## config.mk

```make
export PLATFORM = sky130hd
export DESIGN_NAME = qcsa_norm
export DESIGN_NICKNAME = d
export VERILOG_FILES = /design/src/hdl/qcsa_pkg.sv /design/src/hdl/qcsa_norm.sv
export SDC_FILE = /design/constraint.sdc
export NUM_CORES = 1
export LEC_CHECK = 0
export BUFFER_PORTS_ARGS = -buffer_cell sky130_fd_sc_hd__buf_4
export CORE_MARGIN = 5
export CORE_UTILIZATION = 30
export DETAILED_ROUTE_END_ITERATION = 8
export PLACE_DENSITY = 0.53
export SYNTH_ARGS = -nofsm -noshare
export SYNTH_HDL_FRONTEND = slang
export SYNTH_SLANG_ARGS = --single-unit
export TNS_END_PERCENT = 10
```

## constraint.sdc

```tcl
create_clock -name clk -period 4.8 [get_ports clk]
set_input_delay 0.24 -clock clk [delete_from_list [all_inputs] [get_ports clk]]
set_output_delay 0.24 -clock clk [all_outputs]
set_load 0.1 [all_outputs]
```

## src/hdl/qcsa_pkg.sv

```systemverilog
// shared types, widths and constants for the quad corner skew angle block
// no dependencies; every other file refers to this package by scoped names
`default_nettype none

package qcsa_pkg;

    // field and datapath widths
    localparam int CW          = 20;  // corner coordinate, signed q16.4
    localparam int SUMW        = 22;  // sum of four corners
    localparam int CXW         = 24;  // centred coordinate, signed
    localparam int AW          = 22;  // magnitude of a centred coordinate
    localparam int SQW         = 46;  // square sums and root working width
    localparam int RW          = 23;  // integer root
    localparam int SHW         = 24;  // sum of magnitudes
    localparam int SVW         = 25;  // signed sum of magnitudes
    localparam int PW          = 49;  // product width
    localparam int LVW         = 24;  // line or midline direction
    localparam int VW          = 56;  // angle lane x and y
    localparam int ZW          = 26;  // angle accumulator, 1/65536 degree
    localparam int DW          = 28;  // angle difference
    localparam int RDW         = 20;  // difference after rounding to q8.8
    localparam int QW          = 17;  // result angle, signed q8.8

    // bus widths
    localparam int IN_TW       = 160;
    localparam int OUT_TW      = 72;

    // pipeline shape
    localparam int ISQ_STEPS    = 23;
    localparam int CORDIC_ITERS = 22;
    localparam int NORM_STAGES  = 6;
    localparam int NORM_TOP     = 51;
    localparam int LANES        = 7;
    localparam int PIPE_DEPTH   = 4 + ISQ_STEPS + 2 + NORM_STAGES + 1 + CORDIC_ITERS + 2;

    // lane assignment
    localparam int LANE_CONF  = 0;
    localparam int LANE_LR    = 1;
    localparam int LANE_TB    = 2;
    localparam int LANE_TOP   = 3;
    localparam int LANE_BOT   = 4;
    localparam int LANE_LEFT  = 5;
    localparam int LANE_RIGHT = 6;

    // angle constants
    localparam logic signed [ZW-1:0] ANG90  = ZW'(5898240);
    localparam logic signed [ZW-1:0] ANG180 = ZW'(11796480);
    localparam int FULL_Q88 = 92160;
    localparam int HALF_Q88 = 46080;

    typedef struct packed {
        logic signed [CW-1:0] tl_x;
        logic signed [CW-1:0] tl_y;
        logic signed [CW-1:0] tr_x;
        logic signed [CW-1:0] tr_y;
        logic signed [CW-1:0] bl_x;
        logic signed [CW-1:0] bl_y;
        logic signed [CW-1:0] br_x;
        logic signed [CW-1:0] br_y;
    } corners_t;

    typedef struct packed {
        logic signed [LVW-1:0] x;
        logic signed [LVW-1:0] y;
    } lvec_t;

    // sums of the conformal fit and the six line directions
    typedef struct packed {
        logic        [SHW-1:0] sxh;
        logic        [SHW-1:0] syh;
        logic signed [SVW-1:0] sxv;
        logic signed [SVW-1:0] syv;
        lvec_t                 lr;
        lvec_t                 tb;
        lvec_t                 top;
        lvec_t                 bot;
        lvec_t                 lft;
        lvec_t                 rgt;
    } side_t;

    typedef struct packed {
        logic signed [VW-1:0] x;
        logic signed [VW-1:0] y;
    } vec_t;

    // one angle lane between cells
    typedef struct packed {
        logic signed [VW-1:0] x;
        logic signed [VW-1:0] y;
        logic signed [ZW-1:0] z;
        logic                 zero;
    } cord_t;

    // atan(2^-i) in 1/65536 degree
    function automatic logic signed [ZW-1:0] step_angle(input int i);
        logic signed [ZW-1:0] a;
        case (i)
            0:       a = ZW'(2949120);
            1:       a = ZW'(1740967);
            2:       a = ZW'(919879);
            3:       a = ZW'(466945);
            4:       a = ZW'(234379);
            5:       a = ZW'(117304);
            6:       a = ZW'(58666);
            7:       a = ZW'(29335);
            8:       a = ZW'(14668);
            9:       a = ZW'(7334);
            10:      a = ZW'(3667);
            11:      a = ZW'(1833);
            12:      a = ZW'(917);
            13:      a = ZW'(458);
            14:      a = ZW'(229);
            15:      a = ZW'(115);
            16:      a = ZW'(57);
            17:      a = ZW'(29);
            18:      a = ZW'(14);
            19:      a = ZW'(7);
            20:      a = ZW'(4);
            21:      a = ZW'(2);
            default: a = '0;
        endcase
        return a;
    endfunction

    // trial bit of root step k, highest first
    function automatic logic [SQW-1:0] isq_bit(input int k);
        return SQW'(1) << (2 * (ISQ_STEPS - 1 - k));
    endfunction

endpackage

`default_nettype wire

```

## src/hdl/qcsa_norm.sv

```systemverilog
// quadrant fold and left-justifying shift of one angle lane, seven stages
// uses qcsa_pkg; output goes to the first rotation cell of the lane
`default_nettype none

module qcsa_norm (
    input  wire logic             clk,
    input  wire logic             en,
    input  wire qcsa_pkg::vec_t   vin,
    output qcsa_pkg::cord_t       vout
);

    typedef struct packed {
        qcsa_pkg::cord_t             c;
        logic [qcsa_pkg::VW-1:0]     v;
    } nrm_t;

    nrm_t                        fold_next;
    nrm_t                        nrm_reg [qcsa_pkg::NORM_STAGES+1];
    logic signed [qcsa_pkg::VW-1:0] yq;

    // fold the left half plane onto the right one, add half a turn
    always_comb
    begin
        fold_next        = '0;
        fold_next.c.zero = (vin.x == '0) && (vin.y == '0);
        if (vin.x[qcsa_pkg::VW-1])
        begin
            fold_next.c.x = -vin.x;
            fold_next.c.y = -vin.y;
            fold_next.c.z = qcsa_pkg::ANG180;
        end
        else
        begin
            fold_next.c.x = vin.x;
            fold_next.c.y = vin.y;
            fold_next.c.z = '0;
        end
        yq          = fold_next.c.y[qcsa_pkg::VW-1] ? -fold_next.c.y : fold_next.c.y;
        fold_next.v = fold_next.c.x | yq;
    end

    always_ff @(posedge clk)
    begin
        if (en)
        begin
            nrm_reg[0] <= fold_next;
        end
    end

    // binary shift search: 32, 16, 8, 4, 2, 1
    for (genvar k = 1; k <= qcsa_pkg::NORM_STAGES; k++)
    begin : g_shift
        localparam int SH = 1 << (qcsa_pkg::NORM_STAGES - k);
        nrm_t stg_next;

        always_comb
        begin
            stg_next = nrm_reg[k-1];
            if (nrm_reg[k-1].v < (qcsa_pkg::VW'(1) << (qcsa_pkg::NORM_TOP - SH)))
            begin
                stg_next.c.x = nrm_reg[k-1].c.x <<< SH;
                stg_next.c.y = nrm_reg[k-1].c.y <<< SH;
                stg_next.v   = nrm_reg[k-1].v << SH;
            end
        end

        always_ff @(posedge clk)
        begin
            if (en)
            begin
                nrm_reg[k] <= stg_next;
            end
        end
    end

    assign vout = nrm_reg[qcsa_pkg::NORM_STAGES].c;

endmodule

`default_nettype wire

```

* After elaboration in Yosys (flattened, before gate mapping)
Memory sizes are Yosys's and may differ from the RTL's. Index checks and enable logic that the tools add are counted.
Storage, ports and cells: output and inout bits 139, input bits 114, memories 1, bits in registers 0, memory bits (writable) 1365
Operators by class: add/subtract/negate cells 3, bitwise operators 1, muxes and demuxes 16, reduce and logical (&&, ||, !) cells 3, order comparisons 6
Memory list:
- nrm_reg | depth 7, width 195, read ports 7, clocked after Yosys merged registers in 0, wr ports 7, line qcsa_norm.sv:18 | nrm_t nrm_reg [qcsa_pkg::NORM_STAGES+1];
Operators by type and width (number):
- $mux W112 | 6
- $mux W56 | 7
- $neg A56 Y56 | 3
- $mux W138 | 1
- $logic_not A56 Y1 | 2
- $lt A56 B20 Y1 const B | 1
- $lt A56 B36 Y1 const B | 1
- $lt A56 B44 Y1 const B | 1
- $lt A56 B48 Y1 const B | 1
- $lt A56 B50 Y1 const B | 1
- $lt A56 B51 Y1 const B | 1
- $or A56 B56 Y56 | 1
- $mux W1 | 2
- $logic_and A1 B1 Y1 | 1

* Depth between registers and ports, before layout
word-level depth 5, depth in mapped cells 15, depth with buffers taken out 12

* Worst setup path after synthesis
OpenSTA, ideal clock, no wires.
path type input to register, from input vin[0] (netlist bit), to memory nrm_reg[0][53] (netlist bit) (data pin), data required time 4.535 ns, path buffers 3, cell stages on the path 14, arrival time 3.069 ns, path slack 1.465 ns, setup time 0.265 ns, cells stage by stage inv_1 ha_1 buf_2 nor3b_2 a41oi_1 xor2_1 or3_1 nor4_1 and4_1 clkbuf_1 buf_4 nand3_2 o31ai_1 mux2i_1
RTL lines:
- start, declared | line qcsa_norm.sv:8 | input wire qcsa_pkg::vec_t vin,
- end, declared | line qcsa_norm.sv:18

==> run metrics <==
vias=23.7k; Hold Path Class=primary input to flip-flop; relative slew slack=26.0%; Slowest-stage cell, CP=nor4_1; library cells used by synthesis=70; Sum Neg Setup Slack=0 ps; HPWL after DPL=74300 um; Synth Warn #=0; Post-synth ARST share=0%; Tmin final=4140 ps; f_max=0.242 GHz; R2R depth=6; Setup CP Type=primary input to flip-flop; Worst setup SP type=primary input; worst hold slack=46.9 ps; area share of the largest cell type after synthesis=68.2%; Max Buffers Root-to-Sink=3; CP max FO=13; RSZ-0062 raised after global routing=false; CTS tree=built; Syn Area/Cell=13.3 um^2; pin count of the biggest net entering global routing=141; largest cells by area after synthesis=edfxtp_1 (68%), mux2_2 (8.2%), nand2_1 (7.3%); GR Util All Layers=13.9%; Max VDD drop=0.000270 V; clk sinks=936; diodes inserted=0; DR pass1 iterations=8; mapped cell area=41200 um^2; via/cell ratio=4.55; CP Cell Sequence=dlygate4sd3_1, buf_4, inv_1, ha_1, nor3b_2, a41oi_1, xor2_1, or3_1, nor4_1, and4b_2, nand4_4, o41a_1, mux2i_1; number of synthesized flops with an enable pin=936; PortBufs=230; worst slew pin tran=1100 ps; critical path startpoint=vin[0]; Syn Inst Count=3088; grt total ovfl=0; Cell Rows=136; placer congestion estimate=0.897; crit path to=nrm_reg[0][52]; Worst-path clk slew=60 ps; r2r startpoint=nrm_reg[0][51]; fin nets=3441; outcome=finished clean; root buf cell=clkbuf_16; first-pass GRT wire length=157000 um; R2R setup slack=1510 ps; # fillers=13.2k; initial antenna violation count=0; Fin Clk Skew=38.5 ps; layout cells sized above 1=22.9%; Crit path largest cell delay=560 ps; CTS Buf Count=100; Largest register FFs=936; ys flop type=edfxtp_1; #FFs+latches synth=936; RR Endpoint=nrm_reg[1][84]; CTS resizes=0; Crit. End Element=flip-flop; 1st-iter DRT viols=2006; leakage=0.0178 uW; I/O pin count=253; setup bufs post-CTS=0; DRT Wirelength=102000 um; Final Cycle Share=86.3%; hold_buf cts=40; Worst EP arrival=4580 ps; DRC viols=0; multi-input logic area=12200 um^2; Routed Antenna Nets=0; max cap viols=0; vias in the first global route=24.1k; Synth area leader=edfxtp_1; Die Area=145000 um^2; die span in x=381 um; Area Overhead vs Synth=17.9%; PwrDens=408 nW/um^2; DR WL/cell=19.7 um; CP required=5240 ps; Final Hold Fails=0; later-pin clock latency in the skew report=690 ps; core area=137000 um^2; Final setup violation count=0; H-tree depth=3; initial core utilization=30.1%; register area=28100 um^2; Seq/Total Area, Yosys=68.2%; Die Y=381 um; pins over their slew limit=0
==> report_power, final <==
group | switching, uW | leakage [uW] | internal [uW] | total [uW]
clock network | 3180 | 0.00162 | 4580 | 7750
logic | 1370 | 0.00704 | 606 | 1970
registers | 329 | 0.00917 | 9760 | 10100
==> worst min path at each step <==
stage                         startpoint              end  slack, ps  depth (start not counted)
after global routing             vin[72]  nrm_reg[0][155]          8                          2
after CTS                        vin[77]  nrm_reg[0][160]          2                          2
final                            vin[51]  nrm_reg[0][134]         50                          2
after detailed placement  nrm_reg[0][80]   nrm_reg[1][80]        400                          0
after global placement    nrm_reg[0][80]   nrm_reg[1][80]        400                          0
after floorplan                  vin[56]  nrm_reg[0][139]        340                          0
==> worst max-delay path, delay by kind of cell <==
kind | cells | cell delay [ps]
and+or+nand+nor | 5 | 2240
buffers and inverters | 3 | 820
AOI/OAI and AO/OA | 2 | 570
adders and majority gates | 1 | 350
xor gates and xnor gates | 1 | 210
muxes | 1 | 130
==> kinds of logic (layout without fill, tap and decap cells) <==
logic type	after synthesis	after routing	synth area share (%)
compound gates	225	225	3.94
buf+inv	239	534	2.45
mux	309	309	8.42
simple gates	1237	1237	13.9
xor+xnor	138	138	2.93
other cells	1	22	0.00911
flops	936	936	68.2
fa+ha+maj	3	3	0.0912
==> per-layer routing <==
metal / vias to the layer above / wire, um / global-route usage [%]
met5: - / 0 / 0
li1: 11531 / - / -
met4: 0 / 2970 / 4.66
met1: 11328 / 50300 / 20.8
met2: 661 / 43500 / 20.4
met3: 140 / 5460 / 2.47
==> through the flow <==
step | setup slack, ps | total power [uW] | utilization [%] | area, um^2 | cells
finish | 659 | 19800 | 35.4 | 48600 | 5198
detailed placement | 576 | 12200 | 32.7 | 44800 | 4976
global route | 407 | 20600 | 35.4 | 48600 | 5198
CTS | 763 | 20100 | 35.4 | 48600 | 5198
floorplan | 1470 | 11300 | - | 41300 | 3109
global placement | 704 | 12200 | 32.7 | 44800 | 4976
==> synthesized netlist by cell type, drive strengths merged (22+ instances only) <==
cell and n:
a21oi 27, nand3 22, nor2 60, o21ai 41
xor2 28, xnor2 110, or3 28, edfxtp 936
mux2 300, and2 99, a21o 55, nor3 33
nor2b 41, nand2 799, nand2b 43, inv 33
buf 49, nor4 41, clkbuf 157, o41ai 26
o31ai 27
==> final cells by class <==
class | instances | share of cell area [%]
flip-flops and latches | 936 | 57.9
multi-input cells | 1934 | 25.1
clock buffers | 119 | 5.34
repair buffers | 319 | 5.28
well taps | 1794 | 4.62
clock inverters | 63 | 1.50
inverters | 33 | 0.255
==> cell usage in the layout, fill, tap and decap left out, types with 31 or more instances in the layout <==
cell type | netlist | layout
a21o_1 | 55 | 55
nor3_1 | 32 | 31
clkbuf_16 | 0 | 101
nor2_1 | 59 | 59
nor2b_1 | 41 | 41
buf_4 | 26 | 273
inv_1 | 32 | 32
dlygate4sd3_1 | 0 | 40
nand2_1 | 799 | 796
edfxtp_1 | 936 | 936
and2_1 | 99 | 98
nor4_1 | 33 | 33
xnor2_1 | 110 | 110
o21ai_0 | 39 | 39
mux2_2 | 300 | 300
nand2b_1 | 43 | 43
No activity file was read; power rests on OpenSTA's default activity.
