`config.mk`:
```
export PLATFORM = sky130hd
export DESIGN_NAME = qcsa_cordic_cell
export DESIGN_NICKNAME = d
export VERILOG_FILES = /design/src/hdl/qcsa_pkg.sv /design/src/hdl/qcsa_cordic_cell.sv
export SDC_FILE = /design/constraint.sdc
export NUM_CORES = 1
export LEC_CHECK = 0
export BUFFER_PORTS_ARGS = -buffer_cell sky130_fd_sc_hd__buf_2
export CAP_MARGIN = 20
export CORE_UTILIZATION = 55
export DETAILED_ROUTE_END_ITERATION = 10
export PLACE_DENSITY = 0.75
export SETUP_SLACK_MARGIN = 0.02
export SKIP_CTS_REPAIR_TIMING = 1
export SLEW_MARGIN = 20
export SYNTH_ARGS = -nofsm -noshare
export SYNTH_HDL_FRONTEND = slang
export SYNTH_SLANG_ARGS = --single-unit
```
`constraint.sdc`:
```
create_clock -name clk -period 8 [get_ports clk]
set_input_delay 0.4 -clock clk [delete_from_list [all_inputs] [get_ports clk]]
set_output_delay 0.4 -clock clk [all_outputs]
set_load 0.03 [all_outputs]
```
`src/hdl/qcsa_pkg.sv`:
```
// shared types, widths and constants for the quad corner skew angle block
// no dependencies; every other file refers to this package by scoped names
`default_nettype none

package qcsa_pkg;

    // field and datapath widths
    localparam int CW          = 20;  // corner coordinate, signed q16.4
    localparam int SUMW        = 22;  // sum of four corners
    localparam int CXW         = 24;  // centred coordinate, signed
    localparam int AW          = 22;  // magnitude of a centred coordinate
    localparam int SQW         = 46;  // square sums and root working width
    localparam int RW          = 23;  // integer root
    localparam int SHW         = 24;  // sum of magnitudes
    localparam int SVW         = 25;  // signed sum of magnitudes
    localparam int PW          = 49;  // product width
    localparam int LVW         = 24;  // line or midline direction
    localparam int VW          = 56;  // angle lane x and y
    localparam int ZW          = 26;  // angle accumulator, 1/65536 degree
    localparam int DW          = 28;  // angle difference
    localparam int RDW         = 20;  // difference after rounding to q8.8
    localparam int QW          = 17;  // result angle, signed q8.8

    // bus widths
    localparam int IN_TW       = 160;
    localparam int OUT_TW      = 72;

    // pipeline shape
    localparam int ISQ_STEPS    = 23;
    localparam int CORDIC_ITERS = 22;
    localparam int NORM_STAGES  = 6;
    localparam int NORM_TOP     = 51;
    localparam int LANES        = 7;
    localparam int PIPE_DEPTH   = 4 + ISQ_STEPS + 2 + NORM_STAGES + 1 + CORDIC_ITERS + 2;

    // lane assignment
    localparam int LANE_CONF  = 0;
    localparam int LANE_LR    = 1;
    localparam int LANE_TB    = 2;
    localparam int LANE_TOP   = 3;
    localparam int LANE_BOT   = 4;
    localparam int LANE_LEFT  = 5;
    localparam int LANE_RIGHT = 6;

    // angle constants
    localparam logic signed [ZW-1:0] ANG90  = ZW'(5898240);
    localparam logic signed [ZW-1:0] ANG180 = ZW'(11796480);
    localparam int FULL_Q88 = 92160;
    localparam int HALF_Q88 = 46080;

    typedef struct packed {
        logic signed [CW-1:0] tl_x;
        logic signed [CW-1:0] tl_y;
        logic signed [CW-1:0] tr_x;
        logic signed [CW-1:0] tr_y;
        logic signed [CW-1:0] bl_x;
        logic signed [CW-1:0] bl_y;
        logic signed [CW-1:0] br_x;
        logic signed [CW-1:0] br_y;
    } corners_t;

    typedef struct packed {
        logic signed [LVW-1:0] x;
        logic signed [LVW-1:0] y;
    } lvec_t;

    // sums of the conformal fit and the six line directions
    typedef struct packed {
        logic        [SHW-1:0] sxh;
        logic        [SHW-1:0] syh;
        logic signed [SVW-1:0] sxv;
        logic signed [SVW-1:0] syv;
        lvec_t                 lr;
        lvec_t                 tb;
        lvec_t                 top;
        lvec_t                 bot;
        lvec_t                 lft;
        lvec_t                 rgt;
    } side_t;

    typedef struct packed {
        logic signed [VW-1:0] x;
        logic signed [VW-1:0] y;
    } vec_t;

    // one angle lane between cells
    typedef struct packed {
        logic signed [VW-1:0] x;
        logic signed [VW-1:0] y;
        logic signed [ZW-1:0] z;
        logic                 zero;
    } cord_t;

    // atan(2^-i) in 1/65536 degree
    function automatic logic signed [ZW-1:0] step_angle(input int i);
        logic signed [ZW-1:0] a;
        case (i)
            0:       a = ZW'(2949120);
            1:       a = ZW'(1740967);
            2:       a = ZW'(919879);
            3:       a = ZW'(466945);
            4:       a = ZW'(234379);
            5:       a = ZW'(117304);
            6:       a = ZW'(58666);
            7:       a = ZW'(29335);
            8:       a = ZW'(14668);
            9:       a = ZW'(7334);
            10:      a = ZW'(3667);
            11:      a = ZW'(1833);
            12:      a = ZW'(917);
            13:      a = ZW'(458);
            14:      a = ZW'(229);
            15:      a = ZW'(115);
            16:      a = ZW'(57);
            17:      a = ZW'(29);
            18:      a = ZW'(14);
            19:      a = ZW'(7);
            20:      a = ZW'(4);
            21:      a = ZW'(2);
            default: a = '0;
        endcase
        return a;
    endfunction

    // trial bit of root step k, highest first
    function automatic logic [SQW-1:0] isq_bit(input int k);
        return SQW'(1) << (2 * (ISQ_STEPS - 1 - k));
    endfunction

endpackage

`default_nettype wire

```
`src/hdl/qcsa_cordic_cell.sv`:
```
// one vectoring rotation of an angle lane; shift and step angle are tied constants
// uses qcsa_pkg for the lane struct
`default_nettype none

module qcsa_cordic_cell (
    input  wire logic                          clk,
    input  wire logic                          en,
    input  wire logic [4:0]                    shift,
    input  wire logic signed [qcsa_pkg::ZW-1:0] step,
    input  wire qcsa_pkg::cord_t               cin,
    output qcsa_pkg::cord_t                    cout
);

    logic signed [qcsa_pkg::VW-1:0] xs, ys;
    qcsa_pkg::cord_t                c_next, c_reg;

    // rotate toward the x axis, floor shifts
    always_comb
    begin
        xs     = cin.x >>> shift;
        ys     = cin.y >>> shift;
        c_next = cin;
        if (!cin.y[qcsa_pkg::VW-1])
        begin
            c_next.x = cin.x + ys;
            c_next.y = cin.y - xs;
            c_next.z = cin.z + step;
        end
        else
        begin
            c_next.x = cin.x - ys;
            c_next.y = cin.y + xs;
            c_next.z = cin.z - step;
        end
    end

    always_ff @(posedge clk)
    begin
        if (en)
        begin
            c_reg <= c_next;
        end
    end

    assign cout = c_reg;

endmodule

`default_nettype wire

```
======== Word-level counts from Yosys, hierarchy flattened ========
Cells that the tools add are included.
W data, S select, Z words.
storage, ports and cells
  register bits ........................... 139
  output and inout bits ................... 139
  word-level logic and storage cells ...... 13
cells by class
  $add $sub $neg .......................... 6
  shift-type cells ........................ 2
  multiplexer cells ....................... 1
operator list
  cell              number
  $mux W138         1
  $add A56 B56 Y56  2
  $sshr A56 B5 Y56  2
  $sub A56 B56 Y56  2
  $add A26 B26 Y26  1
  $sub A26 B26 Y26  1

======== Longest topological paths before layout ========
Gate-level depths: netlist (run 1).
  word-level depth ........................ 3
  gate-level depth with buffers ........... 30

======== Least setup slack after synthesis (run 1) ========
OpenSTA, ideal clock, no wires.
  path kind ............................... input to register
  start point ............................. in shift[1]
  end point ............................... reg c_reg, in the netlist cout[82], data pin
  setup time .............................. 262 ps
  arrival time ............................ 6320 ps
  path slack .............................. 1419 ps
  stages on the path ...................... 28
  buffers on the path ..................... 4
  cell sequence ........................... buf_6 > buf_6 > buf_6 > buf_6 > mux4_2 > nand2_1 > o21ai_0 > a221oi_1 > ha_1 > nand2_1 > nor2_1 > nor4b_2 > nand4_1 > nor2_1 > a41oi_1 > xnor2_1 > ha_1 > and4_1 > and3_1 > and3_1 > o21ai_0 > a311oi_1 > a2111oi_0 > a21oi_1 > or3_1 > o31a_1 > a211oi_1 > xnor2_1
RTL lines
  what                    line                    text
  start: declaration      qcsa_cordic_cell.sv:8   input wire logic [4:0] shift,
  end signal: assignment  qcsa_cordic_cell.sv:41  c_reg <= c_next;
  end: declaration        qcsa_cordic_cell.sv:15  qcsa_pkg::cord_t c_next, c_reg;

==> results of run 1 <==
## critical path: cells and delay by family
family          cells  cell delay, ns
buf+inv             2            0.61
mux                 1            0.62
fa+ha+maj           1            0.35
simple gates        9            3.04
compound gates     10            2.26
## cells by family (layout without fill, tap and decap cells)
logic type / Yosys count / in the layout
buffers and inverters: 197 / 481
adders and majority gates: 149 / 149
muxes: 318 / 318
AOI/OAI and AO/OA: 733 / 733
and+or+nand+nor: 752 / 752
xor gates and xnor gates: 230 / 230
DFF: 139 / 139
other: 0 / 2
## worst max path at each step
stage               startpoint             endpoint  cells past startpoint
global route          shift[0]   cout[82]$_DFFE_PP_                     25
floorplan             shift[1]   cout[82]$_DFFE_PP_                     28
global placement      shift[1]   cout[82]$_DFFE_PP_                     25
detailed placement    shift[1]   cout[82]$_DFFE_PP_                     25
finish                shift[1]  cout[136]$_DFFE_PP_                     23
CTS                   shift[1]   cout[82]$_DFFE_PP_                     25
## routing by layer
metal	global-route usage [%]	vias up	share of wire [%]
met5	0	-	0.026
met4	14.9	4	3.7
met3	11.6	212	14
met2	59.8	1672	42
met1	57.4	11400	41
li1	-	10400	-
## cell type report
cell class / instances / share of cell area [%]
Clock inverter: 12 / 0.577
Tap cell: 539 / 2.59
Clock buffer: 18 / 1.65
Multi-Input combinational cell: 2182 / 69.4
Inverter: 54 / 0.784
Sequential cell: 139 / 16.0
Antenna cell: 2 / 0.0192
Timing Repair Buffer: 397 / 8.92
## placed cells by master, fill, tap and decap left out, drive strengths merged, types with 18 or more instances in the layout
cell type | Yosys | final
buf | 90 | 397
nor2 | 220 | 220
a21oi | 190 | 190
nand2 | 183 | 183
mux4 | 171 | 171
ha | 146 | 146
edfxtp | 139 | 139
o21ai | 138 | 138
xnor2 | 134 | 134
xor2 | 96 | 96
mux2i | 83 | 83
mux2 | 64 | 64
a21o | 64 | 64
nand3 | 56 | 56
inv | 54 | 54
nor3 | 51 | 51
a211oi | 44 | 44
a31oi | 43 | 43
and2 | 42 | 42
and3 | 36 | 36
o21a | 30 | 30
nand2b | 27 | 27
nand4 | 25 | 25
nor2b | 24 | 24
o211ai | 19 | 19
o22ai | 18 | 18
clkbuf | 52 | 18
## report_power, final
group / leakage [nW] / internal, W / switching, W / total, W
sequential: 1.36 / 0.00110 / 0.0000470 / 0.00115
clock: 0.279 / 0.000484 / 0.000336 / 0.000820
combinational: 9.03 / 0.00114 / 0.00195 / 0.00309
## metrics by stage
| stage | hold WS, ns | total power (W) | instance area, um^2 | instances |
|---|---|---|---|---|
| after floorplan | 0.499 | 0.00330 | 23300 | 2518 |
| after global placement | 0.581 | 0.00412 | 25400 | 3311 |
| after detailed placement | 0.581 | 0.00416 | 25400 | 3311 |
| after CTS | 0.0882 | 0.00500 | 26000 | 3341 |
| after global routing | 0.103 | 0.00529 | 26000 | 3343 |
| final | 0.109 | 0.00505 | 26000 | 3343 |
==> impl_metrics.py, run 1 <==
metrics = {
    "global_route": {
        "grt_max_degree": 72,
        "grt_pass1_wl_um": 134000,
        "grt_pass1_vias": 21900,
        "antenna_found_initial": 7,
        "grt_usage_pct": 40.9,
        "grt_overflow": 0,
    },
    "status": {
        "status": "complete, no violations",
    },
    "logic_synthesis": {
        "synth_compound_area_share_pct": 20.8,
        "yosysMostFrequentCell": "nor2_1",
        "synthSimpleGateAreaFrac_pct": 16.5,
        "synth-xor-area-share_pct": 8.63,
        "synth-seq-area-share_pct": 17.9,
        "synth_warnings": 0,
        "ys_ff_latch": 139,
        "synth-edff-count": 139,
        "synthArstFlopShare_pct": 0,
        "synth.cell_area_um2": 23300,
        "synth_top_area_share_pct": 17.9,
        "synth_ff_type": "edfxtp_1",
        "netlist_top_cells_count": "nor2_1, a21oi_1, nand2_1",
        "synth.area.top_cells": "edfxtp_1, mux4_2, ha_1, xnor2_1, a21oi_1",
        "synth_top_family_by_area": "multiplexers",
        "ys_types": 109,
        "synth_mux_area_share_pct": 23.4,
        "synthCells": 2518,
        "synth_adder_area_share_pct": 8.09,
        "synth_area_per_cell_um2": 9.27,
        "syn_nets": 2839,
        "synth_top_area_cell": "edfxtp_1",
    },
    "job": {
        "max-cap-violations": 0,
    },
    "critical_path": {
        "end_kind": "flip-flop",
        "criticalPathCategory": "primary input to flip-flop",
        "max_stage_delay_ns": 0.68,
        "path_max_fanout": 35,
        "cp-start-kind": "primary input",
        "worst_ep_arrival_time_ns": 7.32,
        "crit_required_ns": 8.20,
        "crit_chain": "buf_6 > buf_12 > mux4_2 > a222oi_1 > o21ai_0 > or4_4 > nor4b_4 > nand4_1 > nor4b_4 > and2_1 > o2111ai_1 > o211ai_1 > ha_1 > a21oi_1 > nor2b_1 > o21ai_0 > nand2b_1 > a21o_1 > a21o_1 > or3_1 > o211ai_1 > a21oi_1 > or4_1",
        "cpMaxStageDelayCell": "a222oi_1",
    },
    "drt": {
        "postRouteAntennaNets": 0,
        "vias_per_cell": 7.07,
        "drt_iter0_markers": 3059,
        "wl_um": 90000,
        "first_pass_iters": 6,
        "wl_per_cell_um": 26.9,
        "drc": 0,
        "vias": 23600,
    },
    "hold_path": {
        "hold_end": "cout[0]$_DFFE_PP_",
        "hold_depth": 1,
        "holdCritStartpoint": "cin[0]",
        "hold_class": "primary input to flip-flop",
    },
    "floorplanning": {
        "die_h_um": 208,
        "rows": 75,
        "die_width_um": 208,
        "core-area_um2": 41900,
        "pin_count": 311,
        "initial_core_util_pct": 55.7,
        "die_area_um2": 43200,
    },
    "placement": {
        "place.gp.congestion": 1.07,
        "post-place-ws_ns": 0.550,
        "place_hpwl_um": 70400,
        "port-buffer-count": 310,
    },
    "timing": {
        "post-route-min-period_ns": 7.12,
        "fin_tns_setup_ns": 0,
        "final.setup.worst_slack_ns": 0.878,
        "rsz0062_at_grt": "false",
        "final_hold_viol_count": 0,
        "tightest_slew_ns": 1.04,
        "period_share_pct": 89.0,
        "finalSetupViolCount": 0,
        "fmax_ghz": 0.140,
        "drv_slew": 0,
        "slew_headroom_pct": 29.7,
    },
    "finish": {
        "layout.nets": 3112,
        "regArea_um2": 4170,
        "area_delta_synth_final_pct": 11.6,
        "fill_cells": 3584,
        "drive_above_1_share_pct": 25.1,
        "final_util_pct": 62.2,
        "largest_reg_flops": 139,
        "multi_input_area_um2": 18100,
    },
    "clocking": {
        "cts_tree": "yes",
        "cts.sinks": 139,
        "clk_path_buf_depth": 2,
        "root_buffer": "clkbuf_16",
        "cts_buffers": 17,
        "path_clk_slew_ns": 0.06,
        "htreeDepth": 4,
    },
    "power": {
        "power_density_nw_per_um2": 194,
        "p_leak_nw": 10.7,
        "ir_drop_mv": 0.157,
    },
}
Power figures use the tool's default switching activity.
==> run 2, diff against run 1 <==
PLACE_DENSITY = unset   (was 0.75)
PLACE_DENSITY_LB_ADDON = 0.05   (was unset)
==> run 2 against run 1 <==
Net effect: core utilization up 0.12 points; sequential share of layout area about the same; sequential cell count unchanged; global-route usage down 0.13 points; combinational power about the same; cell area up 0.19%; sequential power about the same; total power up 0.15%; highest routed layer is now met4; largest power group unchanged; die area unchanged; first-iteration DRC count up 8.3%.
==> impl_metrics.py, run 2 (synthesized netlist as in run 1, its figures left out) <==
metrics = {
    "critical_path": {
        "end_kind": "flip-flop",
        "path_max_fanout": 63,
        "worst_ep_arrival_time_ns": 7.56,
        "max_stage_delay_ns": 0.66,
        "cp-start-kind": "primary input",
        "criticalPathCategory": "primary input to flip-flop",
        "cpMaxStageDelayCell": "mux4_1",
        "crit_required_ns": 8.23,
        "crit_path_frequent_cell": "a21oi_1",
        "crit_chain": "buf_6 > buf_4 > mux4_1 > mux2i_1 > o221ai_1 > or4_4 > nor3_1 > and3_1 > and3_1 > a31oi_1 > xnor2_1 > ha_1 > and4_1 > and2_1 > a31o_2 > a21oi_1 > o21a_1 > a21oi_1 > a31oi_1 > o21ai_0 > buf_4 > o211ai_1 > a21oi_1 > or4_1",
    },
    "drt": {
        "wl_um": 88600,
        "vias_per_cell": 6.99,
        "wl_per_cell_um": 26.4,
        "postRouteAntennaNets": 0,
        "drt_iter0_markers": 3314,
        "first_pass_iters": 6,
        "vias": 23400,
        "drc": 0,
    },
    "job": {
        "max-cap-violations": 0,
    },
    "global_route": {
        "grt_pass1_wl_um": 134000,
        "antenna_found_initial": 1,
        "grt_max_degree": 90,
        "grt_usage_pct": 40.7,
        "grt_overflow": 0,
        "grt_pass1_vias": 21900,
    },
    "clocking": {
        "root_buffer": "clkbuf_16",
        "clk_path_buf_depth": 2,
        "path_clk_slew_ns": 0.06,
        "cts_tree": "yes",
        "cts.sinks": 139,
        "htreeDepth": 4,
        "cts_buffers": 17,
    },
    "placement": {
        "place_hpwl_um": 69100,
        "post-place-ws_ns": 0.329,
        "place.gp.congestion": 0.994,
        "place_inst": 3318,
        "port-buffer-count": 310,
    },
    "finish": {
        "diodes": 0,
        "final_util_pct": 62.3,
        "finalNonFillerCells": 3350,
        "drive_above_1_share_pct": 25.2,
        "layout_common_cells": "buf_2, nor2_1, a21oi_1",
        "fill_cells": 3569,
        "area_delta_synth_final_pct": 11.8,
        "largest_reg_flops": 139,
        "final_common_cell": "buf_2",
        "layout.nets": 3119,
    },
    "power": {
        "ir_drop_mv": 0.197,
        "p_leak_nw": 10.7,
        "power_density_nw_per_um2": 194,
    },
    "status": {
        "status": "complete, no violations",
    },
    "floorplanning": {
        "die_h_um": 208,
        "die_width_um": 208,
        "initial_core_util_pct": 55.7,
        "pin_count": 311,
        "core-area_um2": 41900,
        "rows": 75,
        "die_area_um2": 43200,
    },
    "timing": {
        "fin_hold_ws_ns": 0.106,
        "rsz0062_at_grt": "false",
        "slew_headroom_pct": 21.3,
        "final_hold_viol_count": 0,
        "tightest_slew_ns": 1.18,
        "post-route-min-period_ns": 7.33,
        "fmax_ghz": 0.136,
        "finalSetupViolCount": 0,
        "period_share_pct": 91.7,
        "final.setup.worst_slack_ns": 0.665,
        "drv_slew": 0,
        "fin_tns_setup_ns": 0,
    },
    "hold_path": {
        "hold_class": "primary input to flip-flop",
    },
}
-- run 2: critical path: cells and delay by family --
kind | cells | cell delay, ns
xor+xnor | 1 | 0.31
fa+ha+maj | 1 | 0.35
simple gates | 7 | 2.53
compound gates | 10 | 1.88
mux | 2 | 0.86
buf+inv | 3 | 1.17
-- run 2: final cells by class --
class / count / area (um^2) / area share, %
repair buffers: 404 / 2400 / 9.20
flip-flops and latches: 139 / 4170 / 16.0
multi-input cells: 2182 / 18100 / 69.3
well taps: 539 / 674 / 2.59
clock inverters: 12 / 124 / 0.475
clock buffers: 20 / 437 / 1.67
inverters: 54 / 204 / 0.782
-- run 2: layer usage --
layer / track usage [%] / vias up / wire (um)
li1: - / 10400 / -
met1: 57.7 / 11300 / 36500
met2: 59.2 / 1523 / 37600
met3: 10.5 / 201 / 11000
met4: 16.1 / 0 / 3510
met5: 0 / - / 0
-- run 2: per-stage QoR --
| step | cell area [um^2] | power [W] |
|---|---|---|
| detailed placement | 25500 | 0.00420 |
| floorplan | 23300 | 0.00330 |
| finish | 26100 | 0.00506 |
| global route | 26100 | 0.00532 |
| global placement | 25500 | 0.00416 |
| CTS | 26100 | 0.00502 |
-- run 2: report_power, final --
| part | internal (W) | leakage (nW) | switching, W |
|---|---|---|---|
| combinational | 0.00116 | 9.07 | 0.00197 |
| sequential | 0.00110 | 1.36 | 0.0000471 |
| clock | 0.000454 | 0.271 | 0.000338 |
-- run 2: path summary, 6_finish.rpt --
| path | start | endpoint | slack (ns) | depth (start not counted) |
|---|---|---|---|---|
| worst max-delay path | shift[1] | cout[136]$_DFFE_PP_ | 0.67 | 24 |
| worst min-delay path | cin[0] | cout[0]$_DFFE_PP_ | 0.11 | 1 |
