**src/hdl/qcsa_pkg.sv**
```systemverilog
// shared types, widths and constants for the quad corner skew angle block
// no dependencies; every other file refers to this package by scoped names
`default_nettype none

package qcsa_pkg;

    // field and datapath widths
    localparam int CW          = 20;  // corner coordinate, signed q16.4
    localparam int SUMW        = 22;  // sum of four corners
    localparam int CXW         = 24;  // centred coordinate, signed
    localparam int AW          = 22;  // magnitude of a centred coordinate
    localparam int SQW         = 46;  // square sums and root working width
    localparam int RW          = 23;  // integer root
    localparam int SHW         = 24;  // sum of magnitudes
    localparam int SVW         = 25;  // signed sum of magnitudes
    localparam int PW          = 49;  // product width
    localparam int LVW         = 24;  // line or midline direction
    localparam int VW          = 56;  // angle lane x and y
    localparam int ZW          = 26;  // angle accumulator, 1/65536 degree
    localparam int DW          = 28;  // angle difference
    localparam int RDW         = 20;  // difference after rounding to q8.8
    localparam int QW          = 17;  // result angle, signed q8.8

    // bus widths
    localparam int IN_TW       = 160;
    localparam int OUT_TW      = 72;

    // pipeline shape
    localparam int ISQ_STEPS    = 23;
    localparam int CORDIC_ITERS = 22;
    localparam int NORM_STAGES  = 6;
    localparam int NORM_TOP     = 51;
    localparam int LANES        = 7;
    localparam int PIPE_DEPTH   = 4 + ISQ_STEPS + 2 + NORM_STAGES + 1 + CORDIC_ITERS + 2;

    // lane assignment
    localparam int LANE_CONF  = 0;
    localparam int LANE_LR    = 1;
    localparam int LANE_TB    = 2;
    localparam int LANE_TOP   = 3;
    localparam int LANE_BOT   = 4;
    localparam int LANE_LEFT  = 5;
    localparam int LANE_RIGHT = 6;

    // angle constants
    localparam logic signed [ZW-1:0] ANG90  = ZW'(5898240);
    localparam logic signed [ZW-1:0] ANG180 = ZW'(11796480);
    localparam int FULL_Q88 = 92160;
    localparam int HALF_Q88 = 46080;

    typedef struct packed {
        logic signed [CW-1:0] tl_x;
        logic signed [CW-1:0] tl_y;
        logic signed [CW-1:0] tr_x;
        logic signed [CW-1:0] tr_y;
        logic signed [CW-1:0] bl_x;
        logic signed [CW-1:0] bl_y;
        logic signed [CW-1:0] br_x;
        logic signed [CW-1:0] br_y;
    } corners_t;

    typedef struct packed {
        logic signed [LVW-1:0] x;
        logic signed [LVW-1:0] y;
    } lvec_t;

    // sums of the conformal fit and the six line directions
    typedef struct packed {
        logic        [SHW-1:0] sxh;
        logic        [SHW-1:0] syh;
        logic signed [SVW-1:0] sxv;
        logic signed [SVW-1:0] syv;
        lvec_t                 lr;
        lvec_t                 tb;
        lvec_t                 top;
        lvec_t                 bot;
        lvec_t                 lft;
        lvec_t                 rgt;
    } side_t;

    typedef struct packed {
        logic signed [VW-1:0] x;
        logic signed [VW-1:0] y;
    } vec_t;

    // one angle lane between cells
    typedef struct packed {
        logic signed [VW-1:0] x;
        logic signed [VW-1:0] y;
        logic signed [ZW-1:0] z;
        logic                 zero;
    } cord_t;

    // atan(2^-i) in 1/65536 degree
    function automatic logic signed [ZW-1:0] step_angle(input int i);
        logic signed [ZW-1:0] a;
        case (i)
            0:       a = ZW'(2949120);
            1:       a = ZW'(1740967);
            2:       a = ZW'(919879);
            3:       a = ZW'(466945);
            4:       a = ZW'(234379);
            5:       a = ZW'(117304);
            6:       a = ZW'(58666);
            7:       a = ZW'(29335);
            8:       a = ZW'(14668);
            9:       a = ZW'(7334);
            10:      a = ZW'(3667);
            11:      a = ZW'(1833);
            12:      a = ZW'(917);
            13:      a = ZW'(458);
            14:      a = ZW'(229);
            15:      a = ZW'(115);
            16:      a = ZW'(57);
            17:      a = ZW'(29);
            18:      a = ZW'(14);
            19:      a = ZW'(7);
            20:      a = ZW'(4);
            21:      a = ZW'(2);
            default: a = '0;
        endcase
        return a;
    endfunction

    // trial bit of root step k, highest first
    function automatic logic [SQW-1:0] isq_bit(input int k);
        return SQW'(1) << (2 * (ISQ_STEPS - 1 - k));
    endfunction

endpackage

`default_nettype wire

```
**src/hdl/qcsa_isqrt_cell.sv**
```systemverilog
// one step of the digit-by-digit integer square root, one result bit per cell
// uses qcsa_pkg for widths; the trial bit comes in as a tied constant
`default_nettype none

module qcsa_isqrt_cell (
    input  wire logic                       clk,
    input  wire logic                       en,
    input  wire logic [qcsa_pkg::SQW-1:0]   trial_bit,
    input  wire logic [qcsa_pkg::SQW-1:0]   n_in,
    input  wire logic [qcsa_pkg::SQW-1:0]   r_in,
    output logic [qcsa_pkg::SQW-1:0]        n_out,
    output logic [qcsa_pkg::SQW-1:0]        r_out
);

    logic [qcsa_pkg::SQW-1:0] trial;
    logic [qcsa_pkg::SQW-1:0] n_next, r_next, n_reg, r_reg;

    // subtract when the remainder holds the trial value
    always_comb
    begin
        trial = r_in + trial_bit;
        if (n_in >= trial)
        begin
            n_next = n_in - trial;
            r_next = (r_in >> 1) + trial_bit;
        end
        else
        begin
            n_next = n_in;
            r_next = r_in >> 1;
        end
    end

    always_ff @(posedge clk)
    begin
        if (en)
        begin
            n_reg <= n_next;
            r_reg <= r_next;
        end
    end

    assign n_out = n_reg;
    assign r_out = r_reg;

endmodule

`default_nettype wire

```
**config.mk**
```make
export PLATFORM = sky130hd
export DESIGN_NAME = qcsa_isqrt_cell
export DESIGN_NICKNAME = d
export VERILOG_FILES = /design/src/hdl/qcsa_pkg.sv /design/src/hdl/qcsa_isqrt_cell.sv
export SDC_FILE = /design/constraint.sdc
export NUM_CORES = 1
export LEC_CHECK = 0
export BUFFER_PORTS_ARGS = -buffer_cell sky130_fd_sc_hd__buf_2
export CORE_MARGIN = 1
export CORE_UTILIZATION = 57
export DETAILED_ROUTE_END_ITERATION = 6
export GPL_ROUTABILITY_DRIVEN = 0
export PLACE_DENSITY = 0.83
export SYNTH_ARGS = -nofsm -noshare
export SYNTH_HDL_FRONTEND = slang
export SYNTH_SLANG_ARGS = --single-unit
```
**constraint.sdc**
```tcl
create_clock -name clk -period 7.3 [get_ports clk]
set_clock_uncertainty 0.1 [all_clocks]
set_input_delay 0.365 -clock clk [delete_from_list [all_inputs] [get_ports clk]]
set_output_delay 0.365 -clock clk [all_outputs]
set_load 0.01 [all_outputs]
```
# Word level (Yosys, flattened, before mapping)
# Cells that the tools add are included.
# op_classes
addsub	3
muxes	2
n_lt_le_gt_ge	1
# ops
op	n
adder 45 x 46 -> 46 bit	1
adder 46 bit	1
greater-or-equal comparator 46 bit	1
two-way mux 46 bit	1
subtractor 46 bit	1
two-way mux 45 bit	1
# totals
inputBits	140
elab_cells	9
output_inout_bits	92
register_bits	92

# Logic depth before layout (Yosys ltp)
# Gate-level depths: netlist of run 1.
# depth
word_depth	3
depth_mapped	26
mapped_depth_nobuf	24

# Least setup slack after synthesis of run 1
# No wires, ideal clock.
# synth_timing
path_type	input-to-reg
startpoint	in trial_bit[0] in the netlist's numbering
endpoint	reg n_reg, in the netlist n_out[41] (data pin)
t_required_ps	6937
arrival_ps	5165
n_path_buf	2
stages	23
setup_slack_ps	1772
setup_ps	263
path_cell_list	ha_1 inv_1 fa_1 nor2b_1 o31a_1 o21a_1 a31o_2 a31oi_1 o21ai_0 a21o_1 a221o_1 a21oi_1 xor2_1 ha_1 buf_2 and3_1 nand4_1 or4b_4 a31oi_4 a41o_2 o221ai_4 buf_2 a2111o_1
# synth_between
elab_chain_len	3
elab_cells_between_ends	4
cone_classes	add/sub: 2; order compare: 1; mux: 1
# synth_rtl
item	line	text
start, declared	qcsa_isqrt_cell.sv:8	input wire logic [qcsa_pkg::SQW-1:0] trial_bit,
adder 46 bit *	qcsa_isqrt_cell.sv:21	trial = r_in + trial_bit;
subtractor 46 bit or greater-or-equal comparator 46 bit (tied branches)	qcsa_isqrt_cell.sv:24, qcsa_isqrt_cell.sv:22	
two-way mux 46 bit *	qcsa_isqrt_cell.sv:22	if (n_in >= trial)
net n_next, one bit	qcsa_isqrt_cell.sv:16	logic [qcsa_pkg::SQW-1:0] n_next, r_next, n_reg, r_reg;
end signal, assigned	qcsa_isqrt_cell.sv:38	n_reg <= n_next;
end, declared	qcsa_isqrt_cell.sv:16	
# The timed path passes the listed nets; every way through them passes the cells marked *.
# A chain may end at the register's enable or synchronous reset.

# Worst setup path after layout of run 1
# Ends and elaborated chain as after synthesis.

==> flow_metrics.env, run 1 <==
export IMPL_status="finished with violations"
export IMPL_violations="DRC"
export IMPL_timing_critical_path_fanout_max=55
export IMPL_cts_hold_buffers=0
export IMPL_postCtsSetupBuffers=0
export IMPL_endpoint="n_out[41]"
export IMPL_min_delay_path_class="in -> reg"
export IMPL_core_area_mm2=0.0190
export IMPL_die_width_um=142
export IMPL_power_density_mw_per_mm2=232
export IMPL_period_share=0.835
export IMPL_dp_final_hpwl_mm=25.1
export IMPL_floorplan_die_area_mm2=0.0201
export IMPL_met3WireLength_mm=2.05
export IMPL_ir_drop_mv=0.136
export IMPL_yosys_area_share_simple=0.157
export IMPL_timing_fmax_mhz=164
export IMPL_slew_viol_final=0
export IMPL_num_io_pins=232
export IMPL_antenna_viol_nets_final=0
export IMPL_die_height_um=142
export IMPL_final_report_hold_violation_count=0
export IMPL_ctsHtreeMaxLevel=3
export IMPL_cpPeakStageDelay_ps=580
export IMPL_synth_cell_types=70
export IMPL_synth_compound_gate_area_share=0.302
export IMPL_syn_instance_count=1353
export IMPL_most_repeated_library_cell_on_the_critical_path="sky130_fd_sc_hd__ha_1"
export IMPL_postPlaceCellArea_mm2=0.0124
export IMPL_detailedRoute_firstPassIterationCount=7
export IMPL_pre_cts_ws_ps=911
export IMPL_rsz0062_at_grt="no"
export IMPL_fin_nets=1822
export IMPL_final_hold_worst_slack_ps=199
export IMPL_layout_min_cycle_time_ps=6100
export IMPL_required_ps=7300
export IMPL_fin_setup_tns_ps=0
export IMPL_syn_num_nets=1632
export IMPL_clock_path_buffers=2
export IMPL_area_growth_synth_to_final_pct=14.1
export IMPL_cpMaxStageDelayCell="sky130_fd_sc_hd__or4b_4"
export IMPL_setup_worst_path_start_class="primary input"
export IMPL_syn_area_per_cell_um2=8.23
export IMPL_layout_cell_area_non_filler_mm2=0.0127
export IMPL_synthXorXnorAreaFrac=0.0975
export IMPL_dominant_combinational_cell_family_by_area_after_synthesis="compound AO/OA/AOI/OAI gates"
export IMPL_routed_wire_length_per_instance_um=17.3
export IMPL_drv_cap=0
export IMPL_post_route_worst_setup_slack_ps=1200
export IMPL_end_kind="register"
export IMPL_grt_util_all_layers=0.308
export IMPL_max_slew_worst_pin_slew_ps=1080
export IMPL_grt_max_degree=108
export IMPL_rows=50
export IMPL_share_of_cell_area_taken_by_muxes_after_synthesis=0.00506
export IMPL_ys_seq_elements=92
export IMPL_routed_wirelength_mm=31.3
export IMPL_detailroute_wirelength_met2_mm=13.7
export IMPL_number_of_enable_type_register_cells_in_the_synthesized_netlist=92
export IMPL_detailedRoute_firstIterationViolations=959
export IMPL_ys_dominant_reg_cell="sky130_fd_sc_hd__edfxtp_1"
export IMPL_fraction_of_layout_cells_with_a_size_suffix_above_1=0.174
export IMPL_grt_pass1_wl_mm=49.4
export IMPL_critical_path_cell_chain="buf_2 -> ha_1 -> inv_1 -> fa_1 -> nor2b_1 -> o31a_1 -> o21a_1 -> a31o_2 -> a31oi_1 -> o21ai_0 -> a21o_1 -> a221o_1 -> a21oi_1 -> xor2_1 -> ha_1 -> and3_1 -> nand4_1 -> or4b_4 -> a31oi_4 -> a41o_2 -> o221ai_4 -> buf_4 -> a2111o_1"
export IMPL_cts_sink_count=92
export IMPL_yosysWarnings=0
export IMPL_synth_sequential_area_ratio=0.248
export IMPL_synth_async_reset_ratio=0
export IMPL_wl_met1_mm=14.2
export IMPL_p_leak_nw=5.92
export IMPL_critPathKind="in -> reg"
export IMPL_whs_path_depth=3
export IMPL_nFillCells=1654
export IMPL_post_route_drc_count=1
export IMPL_finish_utilization=0.670
export IMPL_critPathLaunch="trial_bit[0]"
export IMPL_relSlewSlack=0.259
export IMPL_drt_vias_per_instance=6.15
export IMPL_netlist_area_mm2=0.0111
export IMPL_synthAdderAreaFrac=0.158
export IMPL_resize_count_post_cts=0
export IMPL_quantity_of_i_o_buffers_inserted_on_ports=231
export IMPL_routed_via_count=11135
export IMPL_top_layer_used="met4"
export IMPL_worstPathArrival_ps=6100
export IMPL_cts_clk_slew_worst_paths_ps=70
export IMPL_start_util=0.587
export IMPL_clk_root_buffer_cell="sky130_fd_sc_hd__clkbuf_16"
export IMPL_final_setup_violation_count=0
export IMPL_cts_buffers=9
export IMPL_vias_in_the_first_global_route=10041
export IMPL_tritoncts="yes"
export IMPL_grt_antenna_before_repair=2
export IMPL_globalRouteOverflowTotal=0
-- Yosys cell counts (all sizes together) (17+ instances only) --
library cell / count / area, um2
xor2: 63 / 552
a31oi: 20 / 140
ha: 136 / 1700
clkbuf: 49 / 185
nand3: 33 / 165
o21ai: 148 / 741
nand4: 23 / 144
o21bai: 26 / 195
nor2: 67 / 251
nor3: 17 / 85.1
inv: 34 / 128
nand2: 162 / 608
edfxtp: 92 / 2760
a21o: 96 / 721
a21oi: 132 / 661
xnor2: 61 / 534
-- logic make-up (layout without fill, tap and decap cells) --
kind of cell | Yosys count | in the layout
AOI/OAI and AO/OA | 527 | 527
xor gates and xnor gates | 124 | 124
adders and majority gates | 139 | 139
buffers and inverters | 89 | 284
DFF | 92 | 92
muxes | 5 | 5
other | 0 | 2
and+or+nand+nor | 377 | 377
-- registers in the layout, summed over array words and instances, names as in the netlist --
register  cells
r_out        46
n_out        46
-- how the worst min path moves through the flow --
stage                     end      from
finish               n_out[9]   n_in[9]
detailed placement   n_out[9]   n_in[9]
CTS                  n_out[0]   n_in[0]
global placement    n_out[15]  n_in[15]
global route         n_out[2]   n_in[2]
floorplan            n_out[0]        en
-- layout by cell type (no fill, tap or decap), drive strengths merged, types with 4 or more instances in the layout --
cell type / count
a211oi: 13
a21boi: 5
a21o: 96
a21oi: 132
a221o: 4
a31oi: 20
a41oi: 4
and2: 8
and3: 14
buf: 234
clkbuf: 9
edfxtp: 92
ha: 136
inv: 36
mux2: 5
nand2: 162
nand2b: 12
nand3: 33
nand4: 23
nor2: 67
nor2b: 13
nor3: 17
o211ai: 7
o21a: 13
o21ai: 148
o21bai: 26
o31a: 5
o31ai: 13
or2: 5
or3: 8
xnor2: 61
xor2: 63
-- metrics by stage --
| stage | instances | power (mW) |
|---|---|---|
| final | 1810 | 2.95 |
| after floorplan | 1353 | 2.01 |
| after global placement | 1792 | 2.42 |
| after global routing | 1810 | 3.15 |
| after detailed placement | 1792 | 2.46 |
| after CTS | 1808 | 2.93 |
-- cell type report --
type | instances | area, um2 | area share
diodes | 2 | 5.00 | 0.000394
clock buffers | 9 | 225 | 0.0177
clock inverters | 7 | 51.3 | 0.00404
inverters | 34 | 128 | 0.0100
multi-input cells | 1172 | 8020 | 0.631
flip-flops and latches | 92 | 2760 | 0.217
well taps | 260 | 325 | 0.0256
repair buffers | 234 | 1190 | 0.0939
-- metal layers --
metal  global-route usage  vias up
met5                    0        -
met4                0.147        0
met3               0.0304       74
met2                0.481      500
met1                0.428     5083
li1                     -     5478
-- power breakdown --
group          switching [mW]  internal (mW)
registers              0.0339          0.773
clock network           0.226          0.233
logic                    1.01          0.669
total                    1.27           1.68
-- critical path, delay by kind of cell --
kind,cells,cell delay [ps]
compound gates,12,3080
xor+xnor,1,90
fa+ha+maj,3,870
buf+inv,3,550
simple gates,4,1100
Note: power is estimated with default switching activity, not from simulation.
==> run 2, diff against run 1 <==
CORE_UTILIZATION = 52   (was 57)
PLACE_DENSITY = 0.79   (was 0.83)
clock period = 5.6 ns   (was 7.3 ns; I/O delays follow)
==> flow_metrics.env, run 2 (synthesis gave the netlist of run 1 again) <==
export IMPL_fraction_of_layout_cells_with_a_size_suffix_above_1=0.191
export IMPL_clock_path_buffers=2
export IMPL_floorplan_die_area_mm2=0.0220
export IMPL_fin_nets=1857
export IMPL_detailedRoute_firstIterationViolations=1038
export IMPL_die_width_um=148
export IMPL_cts_clk_slew_worst_paths_ps=70
export IMPL_postCtsSetupBuffers=0
export IMPL_antenna_viol_nets_final=0
export IMPL_vias_in_the_first_global_route=10480
export IMPL_clk_root_buffer_cell="sky130_fd_sc_hd__clkbuf_16"
export IMPL_ctsHtreeMaxLevel=3
export IMPL_area_growth_synth_to_final_pct=16.9
export IMPL_fin_setup_tns_ps=0
export IMPL_globalRouteOverflowTotal=0
export IMPL_tritoncts="yes"
export IMPL_routed_wirelength_mm=32.5
export IMPL_timing_critical_path_fanout_max=22
export IMPL_layout_cells_most_common="sky130_fd_sc_hd__buf_2"
export IMPL_detailedRoute_firstPassIterationCount=6
export IMPL_end_kind="register"
export IMPL_quantity_of_i_o_buffers_inserted_on_ports=231
export IMPL_finish_utilization=0.619
export IMPL_min_delay_path_class="in -> reg"
export IMPL_routed_wire_length_per_instance_um=17.4
export IMPL_layout_min_cycle_time_ps=5280
export IMPL_grt_util_all_layers=0.291
export IMPL_final_hold_worst_slack_ps=117
export IMPL_drv_cap=0
export IMPL_power_density_mw_per_mm2=304
export IMPL_final_cell_mix="sky130_fd_sc_hd__buf_2, sky130_fd_sc_hd__nand2_1, sky130_fd_sc_hd__o21ai_0"
export IMPL_relSlewSlack=0.254
export IMPL_resize_count_post_cts=0
export IMPL_worstPathArrival_ps=5280
export IMPL_required_ps=5600
export IMPL_total_power_consumption_mw=3.96
export IMPL_slew_viol_final=0
export IMPL_rows=53
export IMPL_post_route_drc_count=0
export IMPL_status="completed"
export IMPL_core_area_mm2=0.0210
export IMPL_drt_vias_per_instance=6.06
export IMPL_setup_worst_path_start_class="primary input"
export IMPL_critPathKind="in -> reg"
export IMPL_num_io_pins=232
export IMPL_die_height_um=148
export IMPL_start_util=0.530
export IMPL_routed_via_count=11289
export IMPL_final_report_hold_violation_count=0
export IMPL_dp_final_hpwl_mm=26.2
export IMPL_period_share=0.944
export IMPL_grt_max_degree=53
export IMPL_final_setup_violation_count=0
export IMPL_max_slew_worst_pin_slew_ps=1090
export IMPL_area_taken_by_flip_flops_and_latches_mm2=0.00276
export IMPL_p_leak_nw=6.08
export IMPL_grt_pass1_wl_mm=51.2
export IMPL_timing_fmax_mhz=189
export IMPL_nFillCells=1866
export IMPL_grt_antenna_before_repair=5
export IMPL_multi_input_comb_area_mm2=0.00802
export IMPL_cts_hold_buffers=0
export IMPL_cts_sink_count=92
export IMPL_cts_buffers=9
export IMPL_rsz0062_at_grt="no"
export IMPL_ir_drop_mv=0.175
[run 2: cell types whose count changed in the layout (fill, tap and decap cells not counted), sizes merged]
cell / before / now
clkinvlp: 2 / 3
inv: 36 / 34
diode: 2 / 5
buf: 234 / 269
clkinv: 3 / 4
[run 2: per-stage QoR]
step | cells | instance area [um2] | worst slack (ps)
CTS | 1858 | 13000 | 330
floorplan | 1353 | 11100 | 157
global route | 1863 | 13000 | 12.0
detailed placement | 1842 | 12700 | 8.80
finish | 1863 | 13000 | 316
global placement | 1842 | 12700 | 106
[run 2: worst paths after layout]
path / startpoint / to / cells past startpoint
hold / removal: n_in[0] / n_out[0] / 3
setup / recovery: trial_bit[0] / r_out[30] / 25
[run 2: worst max-delay path: stages]
cell	delay, ps
sky130_fd_sc_hd__buf_2	110
sky130_fd_sc_hd__ha_1	220
sky130_fd_sc_hd__inv_1	80
sky130_fd_sc_hd__fa_1	200
sky130_fd_sc_hd__nor2b_1	70
sky130_fd_sc_hd__o31a_1	270
sky130_fd_sc_hd__o21a_1	230
sky130_fd_sc_hd__a31o_2	260
sky130_fd_sc_hd__a31oi_1	200
sky130_fd_sc_hd__o21ai_0	120
sky130_fd_sc_hd__a21o_1	220
sky130_fd_sc_hd__a221o_1	290
sky130_fd_sc_hd__a21oi_1	180
sky130_fd_sc_hd__xor2_1	170
sky130_fd_sc_hd__ha_1	280
sky130_fd_sc_hd__a211oi_1	240
sky130_fd_sc_hd__o21bai_1	110
sky130_fd_sc_hd__a21oi_1	190
sky130_fd_sc_hd__o221a_2	250
sky130_fd_sc_hd__a31oi_4	90
sky130_fd_sc_hd__a41o_2	310
sky130_fd_sc_hd__o221ai_4	320
sky130_fd_sc_hd__buf_4	230
sky130_fd_sc_hd__buf_4	230
sky130_fd_sc_hd__o21ai_0	130
[run 2: metal layers]
layer  global-route usage  vias up  part of all wire
met2                0.446      531              0.43
met5                    0        -                 0
met3               0.0365      107             0.069
met4                0.166        0             0.048
met1                0.396     5099              0.45
li1                     -     5552                 -
[run 2: cell type report]
cell class,instances,area share
inverters,34,0.00980
multi-input cells,1172,0.616
well taps,275,0.0264
clock buffers,9,0.0173
clock inverters,7,0.00336
repair buffers,269,0.114
diodes,5,0.000961
flip-flops and latches,92,0.212
[run 2: power by group]
part           leakage [nW]  total (mW)  switching [mW]  internal, mW
Clock                 0.123       0.589           0.291         0.299
Sequential            0.898        1.06          0.0499          1.01
Combinational          5.06        2.32            1.35         0.967
